<file path="config.mk">
export PLATFORM = sky130hd
export DESIGN_NAME = link_tree_dfs_traversal
export DESIGN_NICKNAME = d
export VERILOG_FILES = /design/src/ltd_pkg.sv /design/src/ltd_ram.sv /design/src/ltd_ctrl.sv /design/src/ltd_dp.sv /design/src/link_tree_dfs_traversal.sv
export SDC_FILE = /design/constraint.sdc
export NUM_CORES = 2
export LEC_CHECK = 0
export BUFFER_PORTS_ARGS = -buffer_cell sky130_fd_sc_hd__clkbuf_2
export CAP_MARGIN = 20
export CORE_MARGIN = 3
export CORE_UTILIZATION = 55
export DETAILED_ROUTE_END_ITERATION = 12
export PLACE_DENSITY = 0.75
export SYNTH_ARGS = -nofsm -noshare
export SYNTH_HDL_FRONTEND = slang
export SYNTH_SLANG_ARGS = --single-unit
export TNS_END_PERCENT = 1
</file>
<file path="constraint.sdc">
create_clock -name clk_i -period 8.88 [get_ports clk_i]
set_input_delay 0.888 -clock clk_i [delete_from_list [all_inputs] [get_ports clk_i]]
set_output_delay 0.888 -clock clk_i [all_outputs]
set_load 0.1 [all_outputs]
</file>
<file path="src/ltd_pkg.sv">
// ----------------------------------------------------------------------------
// ltd_pkg
// Shared types and codes of the link tree traversal block.
// ----------------------------------------------------------------------------
`default_nettype none
package ltd_pkg;

  localparam int LINK_W   = 6;
  localparam int CNT_W    = 7;
  localparam int STATUS_W = 3;
  localparam int OFS_W    = 9;
  localparam int SIZE_W   = 3;

  localparam logic [STATUS_W-1:0] ST_OK       = 3'd0;
  localparam logic [STATUS_W-1:0] ST_RANGE    = 3'd1;
  localparam logic [STATUS_W-1:0] ST_SELF     = 3'd2;
  localparam logic [STATUS_W-1:0] ST_FULL     = 3'd3;
  localparam logic [STATUS_W-1:0] ST_BAD_BASE = 3'd4;
  localparam logic [STATUS_W-1:0] ST_NOT_TREE = 3'd5;

  localparam logic OP_ADD      = 1'b0;
  localparam logic OP_TRAVERSE = 1'b1;

  typedef enum logic [2:0] {
    S_IDLE,
    S_POP,
    S_LOAD,
    S_SCAN,
    S_EMIT,
    S_FAIL
  } ltd_state_e;

  typedef struct packed {
    logic add;
    logic start_trav;
    logic bad_base;
    logic pop;
    logic load;
    logic scan_step;
    logic emit_step;
    logic fail;
  } ltd_cmd_t;

  typedef struct packed {
    logic base_bad;
    logic scan_done;
    logic not_tree;
    logic top_zero;
    logic emit_done;
  } ltd_sts_t;

endpackage
`default_nettype wire

</file>
<file path="src/ltd_ram.sv">
// ----------------------------------------------------------------------------
// ltd_ram
// Generic single write port, single read port RAM with registered read.
// ----------------------------------------------------------------------------
`default_nettype none
module ltd_ram #(
  parameter int WIDTH = 8,
  parameter int DEPTH = 64
) (
  input  wire logic                                   clk_i,
  input  wire logic                                   we_i,
  input  wire logic [(DEPTH > 1 ? $clog2(DEPTH) : 1)-1:0] waddr_i,
  input  wire logic [WIDTH-1:0]                       wdata_i,
  input  wire logic [(DEPTH > 1 ? $clog2(DEPTH) : 1)-1:0] raddr_i,
  output logic      [WIDTH-1:0]                       rdata_o
);

  logic [WIDTH-1:0] mem_q [DEPTH];

  always_ff @(posedge clk_i) begin
    if (we_i) begin
      mem_q[waddr_i] <= wdata_i;
    end
    rdata_o <= mem_q[raddr_i];
  end

endmodule
`default_nettype wire

</file>
<file path="src/ltd_ctrl.sv">
// ----------------------------------------------------------------------------
// ltd_ctrl
// Sequencer of the block: add, pop, joint scan, record emission and failure.
// ----------------------------------------------------------------------------
`default_nettype none
module ltd_ctrl
  import ltd_pkg::*;
(
  input  wire logic     clk_i,
  input  wire logic     rst_ni,
  input  wire logic     start_i,
  input  wire logic     op_i,
  input  wire ltd_sts_t sts_i,
  output logic          busy_o,
  output ltd_cmd_t      cmd_o
);

  ltd_state_e state_q, state_d;

  always_ff @(posedge clk_i or negedge rst_ni) begin
    if (!rst_ni) begin
      state_q <= S_IDLE;
    end else begin
      state_q <= state_d;
    end
  end

  always_comb begin
    state_d = state_q;
    cmd_o   = '0;
    busy_o  = (state_q != S_IDLE);
    case (state_q)
      S_IDLE: begin
        if (start_i) begin
          if (op_i == OP_ADD) begin
            cmd_o.add = 1'b1;
          end else if (sts_i.base_bad) begin
            cmd_o.bad_base = 1'b1;
          end else begin
            cmd_o.start_trav = 1'b1;
            state_d = S_POP;
          end
        end
      end
      S_POP: begin
        cmd_o.pop = 1'b1;
        state_d = S_LOAD;
      end
      S_LOAD: begin
        cmd_o.load = 1'b1;
        state_d = S_SCAN;
      end
      S_SCAN: begin
        cmd_o.scan_step = 1'b1;
        if (sts_i.not_tree) begin
          state_d = S_FAIL;
        end else if (sts_i.scan_done) begin
          state_d = sts_i.top_zero ? S_EMIT : S_POP;
        end
      end
      S_EMIT: begin
        cmd_o.emit_step = 1'b1;
        if (sts_i.emit_done) begin
          state_d = S_IDLE;
        end
      end
      S_FAIL: begin
        cmd_o.fail = 1'b1;
        state_d = S_IDLE;
      end
      default: begin
        state_d = S_IDLE;
      end
    endcase
  end

endmodule
`default_nettype wire

</file>
<file path="src/ltd_dp.sv">
// ----------------------------------------------------------------------------
// ltd_dp
// Datapath: joint table, traversal stack, record buffer, counters, outputs.
// ----------------------------------------------------------------------------
`default_nettype none
module ltd_dp
  import ltd_pkg::*;
#(
  parameter int MAX_LINKS  = 64,
  parameter int MAX_JOINTS = 64
) (
  input  wire logic                clk_i,
  input  wire logic                rst_ni,
  input  wire ltd_cmd_t            cmd_i,
  output ltd_sts_t                 sts_o,
  input  wire logic                cfg_we_i,
  input  wire logic [CNT_W-1:0]    cfg_data_i,
  input  wire logic [LINK_W-1:0]   first_link_i,
  input  wire logic [LINK_W-1:0]   second_link_i,
  input  wire logic [SIZE_W-1:0]   joint_pos_coords_i,
  input  wire logic [SIZE_W-1:0]   joint_dofs_i,
  input  wire logic [LINK_W-1:0]   base_link_i,
  output logic                     result_valid_o,
  output logic [STATUS_W-1:0]      status_o,
  output logic [LINK_W-1:0]        joint_index_o,
  output logic [OFS_W-1:0]         pos_offset_o,
  output logic [OFS_W-1:0]         dof_offset_o,
  output logic [LINK_W-1:0]        slot_o,
  output logic [LINK_W-1:0]        link_out_o,
  output logic [LINK_W-1:0]        parent_link_o,
  output logic [LINK_W-1:0]        parent_joint_o,
  output logic                     is_base_o,
  output logic                     last_o
);

  localparam int JAW = (MAX_JOINTS > 1) ? $clog2(MAX_JOINTS) : 1;
  localparam int JCW = $clog2(MAX_JOINTS + 1);
  localparam int LAW = $clog2(MAX_LINKS);
  localparam int LCW = $clog2(MAX_LINKS + 1);
  localparam int PAR_W = LINK_W + 1;
  localparam int STK_W = LINK_W + PAR_W;
  localparam int REC_W = 3 * LINK_W;
  localparam logic [CNT_W-1:0] NLIM = CNT_W'(MAX_LINKS);
  localparam logic [JCW-1:0]   JLIM = JCW'(MAX_JOINTS);

  logic [CNT_W-1:0] link_count_q;
  logic [CNT_W-1:0] n_eff;
  logic [JCW-1:0]   stored_q;
  logic [OFS_W-1:0] pos_total_q, dof_total_q;
  logic [LCW-1:0]   top_q, rec_q, k_q, slot_q;
  logic [JCW-1:0]   j_q;
  logic [JAW-1:0]   jprev_q;
  logic             pv_q, ev_q;
  logic [LINK_W-1:0] cur_q;
  logic [PAR_W-1:0]  par_q;

  logic             add_range, add_self, add_full, add_ok;
  logic             j_we;
  logic [JAW-1:0]   j_addr;
  logic [2*LINK_W-1:0] j_rd;
  logic [LINK_W-1:0] ja, jb, nb;
  logic             hit, skip, take, issue;
  logic             s_we;
  logic [LAW-1:0]   s_waddr, s_raddr;
  logic [STK_W-1:0] s_wdata, s_rd;
  logic             r_we;
  logic [LAW-1:0]   r_waddr;
  logic [REC_W-1:0] r_wdata, r_rd;
  logic             emit_issue;

  assign n_eff     = (link_count_q > NLIM) ? NLIM : link_count_q;
  assign add_range = ({1'b0, first_link_i} >= n_eff) || ({1'b0, second_link_i} >= n_eff);
  assign add_self  = (first_link_i == second_link_i);
  assign add_full  = (stored_q >= JLIM);
  assign add_ok    = !add_range && !add_self && !add_full;

  assign j_we   = cmd_i.add && add_ok;
  assign j_addr = cmd_i.add ? stored_q[JAW-1:0] : j_q[JAW-1:0];
  assign issue  = cmd_i.scan_step && (j_q < stored_q);

  ltd_ram #(.WIDTH(2*LINK_W), .DEPTH(MAX_JOINTS)) u_joint_ram (
    .clk_i   (clk_i),
    .we_i    (j_we),
    .waddr_i (j_addr),
    .wdata_i ({first_link_i, second_link_i}),
    .raddr_i (j_addr),
    .rdata_o (j_rd)
  );

  assign ja   = j_rd[2*LINK_W-1:LINK_W];
  assign jb   = j_rd[LINK_W-1:0];
  assign nb   = (ja == cur_q) ? jb : ja;
  assign hit  = (ja == cur_q) || (jb == cur_q);
  assign skip = !par_q[LINK_W] && (nb == par_q[LINK_W-1:0]);
  assign take = cmd_i.scan_step && pv_q && hit && !skip;

  assign sts_o.base_bad  = ({1'b0, base_link_i} >= n_eff);
  assign sts_o.not_tree  = take && (CNT_W'(rec_q) >= n_eff);
  assign sts_o.scan_done = !pv_q && (j_q >= stored_q);
  assign sts_o.top_zero  = (top_q == '0);
  assign sts_o.emit_done = !ev_q && (k_q >= rec_q);

  assign s_we    = cmd_i.start_trav || (take && !sts_o.not_tree);
  assign s_waddr = cmd_i.start_trav ? '0 : top_q[LAW-1:0];
  assign s_wdata = cmd_i.start_trav ? {base_link_i, 1'b1, {LINK_W{1'b0}}}
                                    : {nb, 1'b0, cur_q};
  assign s_raddr = LAW'(top_q - LCW'(1));

  ltd_ram #(.WIDTH(STK_W), .DEPTH(MAX_LINKS)) u_stack_ram (
    .clk_i   (clk_i),
    .we_i    (s_we),
    .waddr_i (s_waddr),
    .wdata_i (s_wdata),
    .raddr_i (s_raddr),
    .rdata_o (s_rd)
  );

  assign r_we    = s_we;
  assign r_waddr = cmd_i.start_trav ? '0 : rec_q[LAW-1:0];
  assign r_wdata = cmd_i.start_trav ? {base_link_i, {(2*LINK_W){1'b0}}}
                                    : {nb, cur_q, LINK_W'(jprev_q)};
  assign emit_issue = cmd_i.emit_step && (k_q < rec_q);

  ltd_ram #(.WIDTH(REC_W), .DEPTH(MAX_LINKS)) u_record_ram (
    .clk_i   (clk_i),
    .we_i    (r_we),
    .waddr_i (r_waddr),
    .wdata_i (r_wdata),
    .raddr_i (k_q[LAW-1:0]),
    .rdata_o (r_rd)
  );

  always_ff @(posedge clk_i or negedge rst_ni) begin
    if (!rst_ni) begin
      link_count_q   <= '0;
      stored_q       <= '0;
      pos_total_q    <= '0;
      dof_total_q    <= '0;
      top_q          <= '0;
      rec_q          <= '0;
      k_q            <= '0;
      j_q            <= '0;
      pv_q           <= 1'b0;
      ev_q           <= 1'b0;
      result_valid_o <= 1'b0;
    end else begin
      if (cfg_we_i) begin
        link_count_q <= cfg_data_i;
      end
      if (j_we) begin
        stored_q    <= stored_q + JCW'(1);
        pos_total_q <= pos_total_q + OFS_W'(joint_pos_coords_i);
        dof_total_q <= dof_total_q + OFS_W'(joint_dofs_i);
      end
      if (cmd_i.start_trav) begin
        top_q <= LCW'(1);
        rec_q <= LCW'(1);
        k_q   <= '0;
      end else if (cmd_i.pop) begin
        top_q <= top_q - LCW'(1);
      end else if (take && !sts_o.not_tree) begin
        top_q <= top_q + LCW'(1);
        rec_q <= rec_q + LCW'(1);
      end
      if (cmd_i.load) begin
        j_q  <= '0;
        pv_q <= 1'b0;
      end else if (cmd_i.scan_step) begin
        pv_q <= issue;
        if (issue) begin
          j_q <= j_q + JCW'(1);
        end
      end
      ev_q <= emit_issue;
      if (emit_issue) begin
        k_q <= k_q + LCW'(1);
      end
      result_valid_o <= cmd_i.add || cmd_i.bad_base || cmd_i.fail || ev_q;
    end
  end

  always_ff @(posedge clk_i) begin
    if (issue) begin
      jprev_q <= j_q[JAW-1:0];
    end
    if (cmd_i.load) begin
      cur_q <= s_rd[STK_W-1:PAR_W];
      par_q <= s_rd[PAR_W-1:0];
    end
    slot_q <= k_q;
    status_o       <= ST_OK;
    joint_index_o  <= '0;
    pos_offset_o   <= '0;
    dof_offset_o   <= '0;
    slot_o         <= '0;
    link_out_o     <= '0;
    parent_link_o  <= '0;
    parent_joint_o <= '0;
    is_base_o      <= 1'b0;
    last_o         <= 1'b1;
    if (cmd_i.add) begin
      if (add_range) begin
        status_o <= ST_RANGE;
      end else if (add_self) begin
        status_o <= ST_SELF;
      end else if (add_full) begin
        status_o <= ST_FULL;
      end else begin
        joint_index_o <= LINK_W'(stored_q);
        pos_offset_o  <= pos_total_q;
        dof_offset_o  <= dof_total_q;
      end
    end else if (cmd_i.bad_base) begin
      status_o <= ST_BAD_BASE;
    end else if (cmd_i.fail) begin
      status_o <= ST_NOT_TREE;
    end else if (ev_q) begin
      slot_o         <= LINK_W'(slot_q);
      link_out_o     <= r_rd[REC_W-1:2*LINK_W];
      parent_link_o  <= r_rd[2*LINK_W-1:LINK_W];
      parent_joint_o <= r_rd[LINK_W-1:0];
      is_base_o      <= (slot_q == '0);
      last_o         <= (slot_q == rec_q - LCW'(1));
    end
  end

endmodule
`default_nettype wire

</file>
<file path="src/link_tree_dfs_traversal.sv">
// ----------------------------------------------------------------------------
// link_tree_dfs_traversal
// Joint table with depth-first traversal of the link tree it describes.
// ----------------------------------------------------------------------------
// An add-joint item gives its result on the next cycle. A traversal pops
// each link from the stack (states S_POP, then S_LOAD), scans the whole
// joint table through the joint RAM read port, then plays back the buffered
// records, one per cycle. Records are buffered so a traversal that hits a
// cycle returns only its not-a-tree status. Results carry result_valid_o for
// a single cycle and cannot be stalled; busy_o is low from the cycle that
// carries the result of an add, a bad base or a not-a-tree stop, and from
// the cycle after the final record of a walk.
// ----------------------------------------------------------------------------
`default_nettype none
module link_tree_dfs_traversal
  import ltd_pkg::*;
#(
  parameter int MAX_LINKS  = 64,
  parameter int MAX_JOINTS = 64
) (
  input  wire logic                clk_i,
  input  wire logic                rst_ni,
  input  wire logic                cfg_valid_i,
  output logic                     cfg_ready_o,
  input  wire logic [CNT_W-1:0]    cfg_data_i,
  input  wire logic                start_i,
  output logic                     busy_o,
  input  wire logic                op_i,
  input  wire logic [LINK_W-1:0]   first_link_i,
  input  wire logic [LINK_W-1:0]   second_link_i,
  input  wire logic [SIZE_W-1:0]   joint_pos_coords_i,
  input  wire logic [SIZE_W-1:0]   joint_dofs_i,
  input  wire logic [LINK_W-1:0]   base_link_i,
  output logic                     result_valid_o,
  output logic [STATUS_W-1:0]      status_o,
  output logic [LINK_W-1:0]        joint_index_o,
  output logic [OFS_W-1:0]         pos_offset_o,
  output logic [OFS_W-1:0]         dof_offset_o,
  output logic [LINK_W-1:0]        slot_o,
  output logic [LINK_W-1:0]        link_out_o,
  output logic [LINK_W-1:0]        parent_link_o,
  output logic [LINK_W-1:0]        parent_joint_o,
  output logic                     is_base_o,
  output logic                     last_o
);

  ltd_cmd_t cmd;
  ltd_sts_t sts;

  assign cfg_ready_o = 1'b1;

  ltd_ctrl u_ctrl (
    .clk_i   (clk_i),
    .rst_ni  (rst_ni),
    .start_i (start_i),
    .op_i    (op_i),
    .sts_i   (sts),
    .busy_o  (busy_o),
    .cmd_o   (cmd)
  );

  ltd_dp #(.MAX_LINKS(MAX_LINKS), .MAX_JOINTS(MAX_JOINTS)) u_dp (
    .clk_i              (clk_i),
    .rst_ni             (rst_ni),
    .cmd_i              (cmd),
    .sts_o              (sts),
    .cfg_we_i           (cfg_valid_i && cfg_ready_o),
    .cfg_data_i         (cfg_data_i),
    .first_link_i       (first_link_i),
    .second_link_i      (second_link_i),
    .joint_pos_coords_i (joint_pos_coords_i),
    .joint_dofs_i       (joint_dofs_i),
    .base_link_i        (base_link_i),
    .result_valid_o     (result_valid_o),
    .status_o           (status_o),
    .joint_index_o      (joint_index_o),
    .pos_offset_o       (pos_offset_o),
    .dof_offset_o       (dof_offset_o),
    .slot_o             (slot_o),
    .link_out_o         (link_out_o),
    .parent_link_o      (parent_link_o),
    .parent_joint_o     (parent_joint_o),
    .is_base_o          (is_base_o),
    .last_o             (last_o)
  );

endmodule
`default_nettype wire

</file>
==> reports/results.txt <==
cell family with most CP delay: simple AND/OR/NAND/NOR gates
register area share after synthesis: 77.53%
via-per-instance ratio: 6.821
# setup viols final: 0
Initial Util: 55.36%
Max-Cap Viols: 0
Yosys reg bits: 2940
Die H: 457.5 um
Area Overhead vs Synth: 12.83%
Peak supply drop: 427.5 uV
hpwl dp: 165200 um
DP Cell Count: 7977
Global Route met2 Usage: 41.99%
clk sinks: 2940
count of filler cells inserted in the layout: 12989
Max Fclk: 0.1749 GHz
Cells after Synth: 5370
worst setup margin: 3.161 ns
core area: 202500 sq um
critical path arrival: 6.25 ns
Clock Tree Buf Depth: 4
slowest stage cell, crit path: nor2_2
relative slew slack: 20.92%
EDFF count, synth: 2771
area of the multi-input gates: 24340 sq um
setup slack at placement: 2.811 ns
post-synthesis async set-or-reset flop share: 2.245%
min-delay worst type: input port to flop
fin crit share: 64.40%
Hold Fails Final Rpt: 0
GRT overflow: 0
register area: 86940 sq um
TNS Setup: 0 ns
Tmin final: 5.719 ns
initial antenna violation count: 24
Die Area: 209300 sq um
H-tree Lvls: 5
skew final: 0.05798 ns
leakage power: 40.78 nW
Residual DRC: 0
Tot Pwr: 37.22 mW
worst path cell trace: inv_1, ha_1, nand2b_1, a21o_1, a21oi_1, o21ai_0, a31oi_1, o211a_1, nand4_1, nor2_2
CP Capture Type: flop
commonest register cell after synthesis: edfxtp_1
num rows: 165
syn_nets: 5461
status: complete, no violations
vias in the first global route: 56718
PD cells: 294.2 nW/um^2
RePlAce Congestion: 0.9202
Nets: 5743
Slew @ Worst Pin: 1.186 ns
Finished Cell Area: 126500 sq um
Synth Cell Area: 112100 sq um
Crit Path Category: flop to flop
worst-path fanout max: 18
leading cell type in the layout, fill and taps excluded: edfxtp_1
first-pass GRT wire length: 414000 um
Yosys Warn Count: 0
Buf/Inv on CP: 1
CTS root buf: clkbuf_16
commonest non-fill, non-tap cells in the layout: edfxtp_1 (2771), mux4_2 (651), clkbuf_16 (307)
GR peak layer: met2
largest net degree at the start of global routing: 158
Starting DRT DRC Count: 8674
Routed WL: 287800 um
Placed Area: 116400 sq um
met3 Use GR: 6.675%
Crit path largest cell delay: 1.23 ns
Unique masters post-synth: 75
All-Layer GR Usage: 27.45%
met1 Use GR: 38.79%
via count: 58254
Wirelength per Cell: 33.69 um
# port buffers: 90
CTS tree: yes
Final Non-Filler Cells: 8541
WP data required: 9.41 ns
number of I/O pins: 92
layout cell share with drive strength beyond 1: 25.03%
DRT antenna net count: 0
overall die width: 457.5 um
fin. max-slew vios: 0
clk_lat worst skew: 0.95 ns
unrepaired setup endpoints after global routing: no
clock-pin transition on the worst setup and hold timing paths: 0.06 ns
startpoint types: flop
first drt pass iteration count: 9
Mapped Avg Cell Area: 20.88 sq um
CTS Buf Count: 299
==> synth_stat cells, types with 7 or more instances <==
master / count / area [sq um]
nand4_1: 30 / 187.7
xnor2_1: 38 / 332.8
and2_1: 55 / 344.1
nand2b_1: 10 / 62.56
o22ai_1: 10 / 62.56
nand3_1: 66 / 330.3
a22o_1: 58 / 508.0
nor2_1: 239 / 897.1
a21o_1: 23 / 172.7
a22oi_1: 203 / 1524
xor2_1: 20 / 175.2
o21ai_0: 70 / 350.3
buf_1: 57 / 214.0
nand2_1: 168 / 630.6
or3_1: 13 / 81.33
a21oi_1: 64 / 320.3
or4_1: 10 / 75.07
mux2_2: 7 / 78.83
dfxtp_1: 103 / 2062
inv_1: 43 / 161.4
dfrtp_1: 66 / 1652
mux4_2: 651 / 14660
o2111ai_1: 8 / 70.07
clkbuf_1: 196 / 735.7
ha_1: 53 / 663.1
a31oi_1: 69 / 431.7
nor2b_1: 9 / 56.30
edfxtp_1: 2771 / 83210
o211ai_1: 14 / 105.1
and3_1: 11 / 68.82
nor4_1: 13 / 81.33
buf_2: 32 / 160.2
mux2i_1: 39 / 390.4
nor3_1: 23 / 115.1
a221oi_1: 58 / 508.0
==> routing by layer <==
layer	wire, um	up-vias
met5	90	-
li1	-	22933
met1	105100	30192
met3	34120	705
met4	12850	16
met2	135600	4408
==> area by class of cell <==
| class | count | share of cell area, % |
|---|---|---|
| Inverter | 47 | 0.1405 |
| Tap cell | 2672 | 2.643 |
| Clock buffer | 378 | 6.371 |
| Antenna cell | 8 | 0.01583 |
| Timing Repair Buffer | 269 | 1.677 |
| Multi-Input combinational cell | 2095 | 19.25 |
| Clock inverter | 132 | 1.176 |
| Sequential cell | 2940 | 68.73 |
==> kinds of logic after synthesis <==
logic type	count (synthesis)	synth area share [%]
AO/OA/AOI/OAI	620	3.973
XOR/XNOR	58	0.4531
adder cells (fa/ha/maj)	55	0.6272
buffers and inverters	335	1.171
flip-flops	2940	77.53
multiplexers	697	13.50
other	1	0.003345
AND/OR/NAND/NOR	664	2.742
==> final timing paths <==
kind | from | endpoint | slack, ns | cells after the start
max | u_dp.rec_q[0] | u_dp.u_record_ram.mem_q[36][2] | 3.16 | 10
min | cfg_data_i[6] | u_dp.link_count_q[6] | 0.31 | 3
min in group asynchronous | rst_ni | u_dp.dof_total_q[4] | 0.47 | 2
min reg2reg | u_dp.u_stack_ram.rdata_o[3] | u_dp.par_q[3] | 0.37 | 0
max reg2reg | u_dp.rec_q[0] | u_dp.u_record_ram.mem_q[36][2] | 3.16 | 10
max in group asynchronous | rst_ni | u_dp.top_q[0] | 7.29 | 3
==> stage by stage <==
stage,hold slack [ns],util [%]
after floorplan,0.3716,-
after global routing,0.2816,62.45
after global placement,0.3925,57.35
after CTS,0.2561,62.20
after detailed placement,0.3887,57.48
final,0.3075,62.46
==> report_power, final <==
part           switching, mW  total (mW)  internal [mW]
clock network           5.08        12.4           7.36
registers              0.307        16.4           16.1
logic                   5.39        8.36           2.97
total                   10.8        37.2           26.4
==> timing repair <==
| action | 4_1_cts | 5_1_grt |
|---|---|---|
| hold buffers | 1 | 0 |
| gates resized for setup | 0 | 0 |
| buffers inserted | 0 | 0 |
| endpoints found under the hold margin | 18 | 0 |
| setup endpoints to repair | 0 | 0 |
==> worst reg2reg max path, delay by kind of cell, from the launching register on <==
kind            cells  cell delay [ns]
simple gates        3             2.33
buf+inv             1             0.32
flops               1             0.58
fa+ha+maj           1             0.37
compound gates      5             1.74
==> state kept, by name (all words and copies together) (netlist names), 12 cells and up <==
signal / cells
u_dp.u_stack_ram.rdata_o: 13
u_dp.u_joint_ram.rdata_o: 12
u_dp.u_stack_ram.mem_q: 832
u_dp.u_record_ram.mem_q: 1152
u_dp.u_joint_ram.mem_q: 768
u_dp.u_record_ram.rdata_o: 18
No activity file was read; power rests on OpenSTA's default activity.
